**src/orqs_ram.sv**
```systemverilog
// Generic single-port-write, single-read RAM with registered read data.
`default_nettype none
module orqs_ram #(
	parameter int Width = 8,
	parameter int Depth = 16
) (
	input  wire logic                     clk,
	input  wire logic                     we,
	input  wire logic [$clog2(Depth)-1:0] waddr,
	input  wire logic [Width-1:0]         wdata,
	input  wire logic [$clog2(Depth)-1:0] raddr,
	output logic      [Width-1:0]         rdata
);
	logic [Width-1:0] mem [Depth];

	always_ff @(posedge clk) begin
		if (we) begin
			mem[waddr] <= wdata;
		end
		rdata <= mem[raddr];
	end
endmodule
`default_nettype wire

```
**config.mk**
```make
export PLATFORM = sky130hd
export DESIGN_NAME = orqs_ram
export DESIGN_NICKNAME = d
export VERILOG_FILES = /design/src/orqs_ram.sv
export SDC_FILE = /design/constraint.sdc
export NUM_CORES = 1
export LEC_CHECK = 0
export ABC_AREA = 0
export ABC_CLOCK_PERIOD_IN_PS = 2000
export BUFFER_PORTS_ARGS = -buffer_cell sky130_fd_sc_hd__buf_2
export CORE_MARGIN = 8
export CORE_UTILIZATION = 35
export DETAILED_ROUTE_END_ITERATION = 16
export SLEW_MARGIN = 40
export SYNTH_ARGS = -nofsm -noshare
export SYNTH_HDL_FRONTEND = slang
export SYNTH_SLANG_ARGS = --single-unit
```
**constraint.sdc**
```tcl
create_clock -name clk -period 2 [get_ports clk]
set_input_delay 0.1 -clock clk [delete_from_list [all_inputs] [get_ports clk]]
set_output_delay 0.1 -clock clk [all_outputs]
set_load 0.01 [all_outputs]
```
# [Word-level counts from Yosys, hierarchy flattened]
# Memories as Yosys holds them, arrays and structs flattened. A register that Yosys moved wholly into a read port is not among the register bits.
# Cells that the tools add are included.
[op_classes] muxes=2
[ops] cell="1-bit two-way mux" n=2
[totals] ff_bits=0 ram_bits=128 output_inout_bits=8 mem_count=1
[mem_list] name="mem" depth=16 word_bits=8 read_ports=1 rd_clocked_by_memory_dff=1 wr=1 line_no="14" text="logic [Width-1:0] mem [Depth];"

# [Logic depth before layout (Yosys ltp)]
[depth] depth_word=2 mapped_depth=5 ltp_nobuf=3

# [Worst setup path after synthesis]
# OpenSTA, ideal clock, no wires.
[synth_timing] path_kind="in2reg" start="input port waddr[2]" end="memory mem[0][0] (enable)" setup_ps=383 arrival_ps=1210 slack_ps=407 stages=2 path_buffers=0 cell_sequence="or3b_2 nor3_1"
[synth_lines] element="start: declaration" line_no="9" text="input wire logic [$clog2(Depth)-1:0] waddr,"
[synth_lines] element="end: declaration" line_no="14"
# Straight into the memory's write port.

==> run_results.csv <==
group,metric,value,unit
global_route,grt_pass1_wl,15.5,mm
drt,drt-vias-per-instance,5.04,
clocking,cts_tree,"done",
floorplanning,die_area,18800,µm²
global_route,grt_max_degree,33,
global_route,grt_overflow,0,
global_route,antenna_found_initial,0,
worst_setup_path,cp_max_fo,1,
worst_setup_path,path_class,"flop to flop",
yosys,synth_seq_cells,136,
clocking,insertion_delay,400,ps
clocking,numCtsBuffers,17,
floorplanning,fp-row-count,44,
yosys,synth_top_area_frac,0.747,
global_route,grt_util_all_layers,0.115,
yosys,synth_warnings,0,
timing,slew_headroom,0.494,
worst_setup_path,worstPathArrival,1640,ps
hold_path,hold_path_class,"primary input to flop",
drt,drcViolationCount,0,
drt,drtPass1Iterations,4,
final_layout,diodes,0,
final_layout,area_delta_synth_final,20.3,%
worst_setup_path,r2r-end,"rdata[2]",
power,p_leak,0.00209,µW
power,total_power,6620,µW
clocking,cts_setup_buffers,0,
drt,first_iter_violations,201,
timing,period_needed,1350,ps
hold_path,holdCritStartpoint,"wdata[1]",
worst_setup_path,reg2reg_from,"mem[5][2]",
clocking,clockBufferDepth,2,
timing,fin_setup_tns,0,ps
yosys,synth-seq-area-share,0.778,
clocking,ctsResizeCount,0,
global_route,grt_pass1_vias,2487,
timing,setup-violations-final,0,
yosys,syn_area_per_cell,22.5,µm²
floorplanning,die_x,137,µm
clocking,ctsHtreeMaxLevel,4,
drt,wirelength,10.1,mm
yosys,synthCells,229,
yosys,synth_area,5150,µm²
run,drv_cap,0,
worst_setup_path,crit_chain,"mux4_1, a22oi_1, nand2_1",
clocking,cts.sinks,136,
timing,worstMarginPinSlew,757,ps
worst_setup_path,rrSetupSlack,650,ps
timing,worst_slack,645,ps
timing,rsz0062_at_grt,"no",
floorplanning,coreArea,14500,µm²
yosys,syn_nets,247,
hold_path,holdPathStages,1,
timing,post-route-period-util,0.677,
timing,fin_skew,6.28,ps
yosys,yosysTopAreaCell,"edfxtp_1",
hold_path,min_to,"mem[8][1]",
floorplanning,die_h,137,µm
place,port_buffers,25,
floorplanning,start_util,0.356,
drt,drt-wirelength-per-cell,21.0,µm
worst_setup_path,crit_path_end_kind,"flop",
clocking,cts-root-buf,"clkbuf_16",
power,ir_drop,0.580,mV
place,place.gp.congestion,0.755,
place,pre_cts_slack,394,ps
floorplanning,io_pins,26,
timing,fmax,738,MHz
final_layout,drive_above_1_share,0.319,
worst_setup_path,critPathLaunchType,"flop",
worst_setup_path,crit_required,2290,ps
clocking,clkTransAtPathRegs,60,ps
drt,via_count,2412,
worst_setup_path,cpPeakStageDelay,550,ps
worst_setup_path,critical_path.slowest_cell,"mux4_1",
clocking,hold_buffers,0,
place,place_hpwl,6.41,mm
power,powerDensity,1070,nW/µm²
final_layout,finalNetCount,300,
yosys,synth_area_leaders,"edfxtp_1, mux4_2, mux4_1",
timing,final_max_slew_viol_count,0,
drt,antenna_left,0,
outcome,status,"finished clean",
yosys,synth_cell_type_count,19,
worst_setup_path,reg2reg_depth,3,
timing,hold_violations,0,
## final cells by class
| cell class | instances | area, µm² |
|---|---|---|
| clock inverter | 12 | 151 |
| fill | 1232 | 8290 |
| clock buffer | 20 | 457 |
| timing repair buffer | 44 | 293 |
| sequential | 136 | 4000 |
| multi-input combinational | 83 | 1060 |
| tap | 184 | 230 |
## synth_stat cells
| master | n |
|---|---|
| nor2_1 | 13 |
| buf_6 | 3 |
| clkdlybuf4s25_2 | 3 |
| mux4_1 | 14 |
| nand2_1 | 9 |
| nand3b_1 | 2 |
| or3b_2 | 1 |
| buf_2 | 3 |
| edfxtp_1 | 128 |
| mux4_2 | 18 |
| nor3_1 | 4 |
| and2b_1 | 1 |
| buf_4 | 1 |
| nand2b_1 | 2 |
| dfxtp_1 | 8 |
| and2_1 | 1 |
| nor2b_1 | 1 |
| nand3_1 | 1 |
| a22oi_1 | 16 |
## routing by layer
metal | routed length [µm] | vias up | share of wire | global-route usage
li1 | - | 1078 | - | -
met1 | 4680 | 1250 | 0.47 | 0.153
met2 | 4580 | 71 | 0.45 | 0.173
met3 | 632 | 13 | 0.063 | 0.0332
met4 | 171 | 0 | 0.017 | 0.0489
met5 | 0 | - | 0 | 0
## cells in the final DEF (no fill, tap or decap)
master,count
nand3b_1,2
clkbuf_16,17
and2b_1,1
nand3_1,1
clkbuf_1,1
mux4_1,14
buf_4,17
a22oi_1,16
nor2_1,13
clkinv_2,3
and2_1,1
bufinv_16,3
dfxtp_1,8
buf_2,25
edfxtp_1,128
nand2_1,9
clkinv_4,1
nor2b_1,1
clkinvlp_4,5
mux4_2,18
nor3_1,4
nand2b_1,2
buf_12,2
or3b_2,1
clkbuf_8,2
## kinds of logic (layout without fill, tap and decap cells)
kind of cell	Yosys count	after routing	share of synthesized area
buffers and inverters	10	76	0.0168
muxes	32	32	0.150
and+or+nand+nor	35	35	0.0318
AOI/OAI and AO/OA	16	16	0.0233
DFF	136	136	0.778
## power breakdown
part / leakage (µW) / switching, µW / internal, µW / total [µW]
logic: 0.000580 / 175 / 128 / 304
clock network: 0.000284 / 1100 / 2020 / 3110
registers: 0.00122 / 19.3 / 3190 / 3210
total: 0.00209 / 1290 / 5330 / 6620
## worst max-delay path, delay by kind of cell, from the launching register on
kind | cells | cell delay, ps
AO/OA/AOI/OAI | 1 | 240
flip-flops | 1 | 360
multiplexers | 1 | 550
AND/OR/NAND/NOR | 1 | 90
## state kept, by name (all words and copies together) (netlist names)
name / count
mem: 128
rdata: 8
## how the worst max path moves through the flow
| stage | slack, ps | cells past startpoint | to | start |
|---|---|---|---|---|
| after floorplan | 410 | 2 | mem[0][0] | waddr[2] |
| after global placement | 390 | 5 | rdata[1] | raddr[0] |
| after detailed placement | 390 | 5 | rdata[1] | raddr[0] |
| after CTS | 630 | 3 | rdata[0] | mem[4][0] |
| after global routing | 560 | 3 | rdata[3] | mem[1][3] |
| final | 650 | 3 | rdata[2] | mem[5][2] |
## stage by stage
step                instance area, µm²  std cells  utilization  hold slack [ps]
floorplan                         5150        229            -              199
finish                            6190        479        0.428             80.0
CTS                               6190        479        0.428             73.4
global route                      6190        479        0.428             86.2
global placement                  5580        447        0.386              491
detailed placement                5580        447        0.386              502
Note: power is estimated with default switching activity, not from simulation.
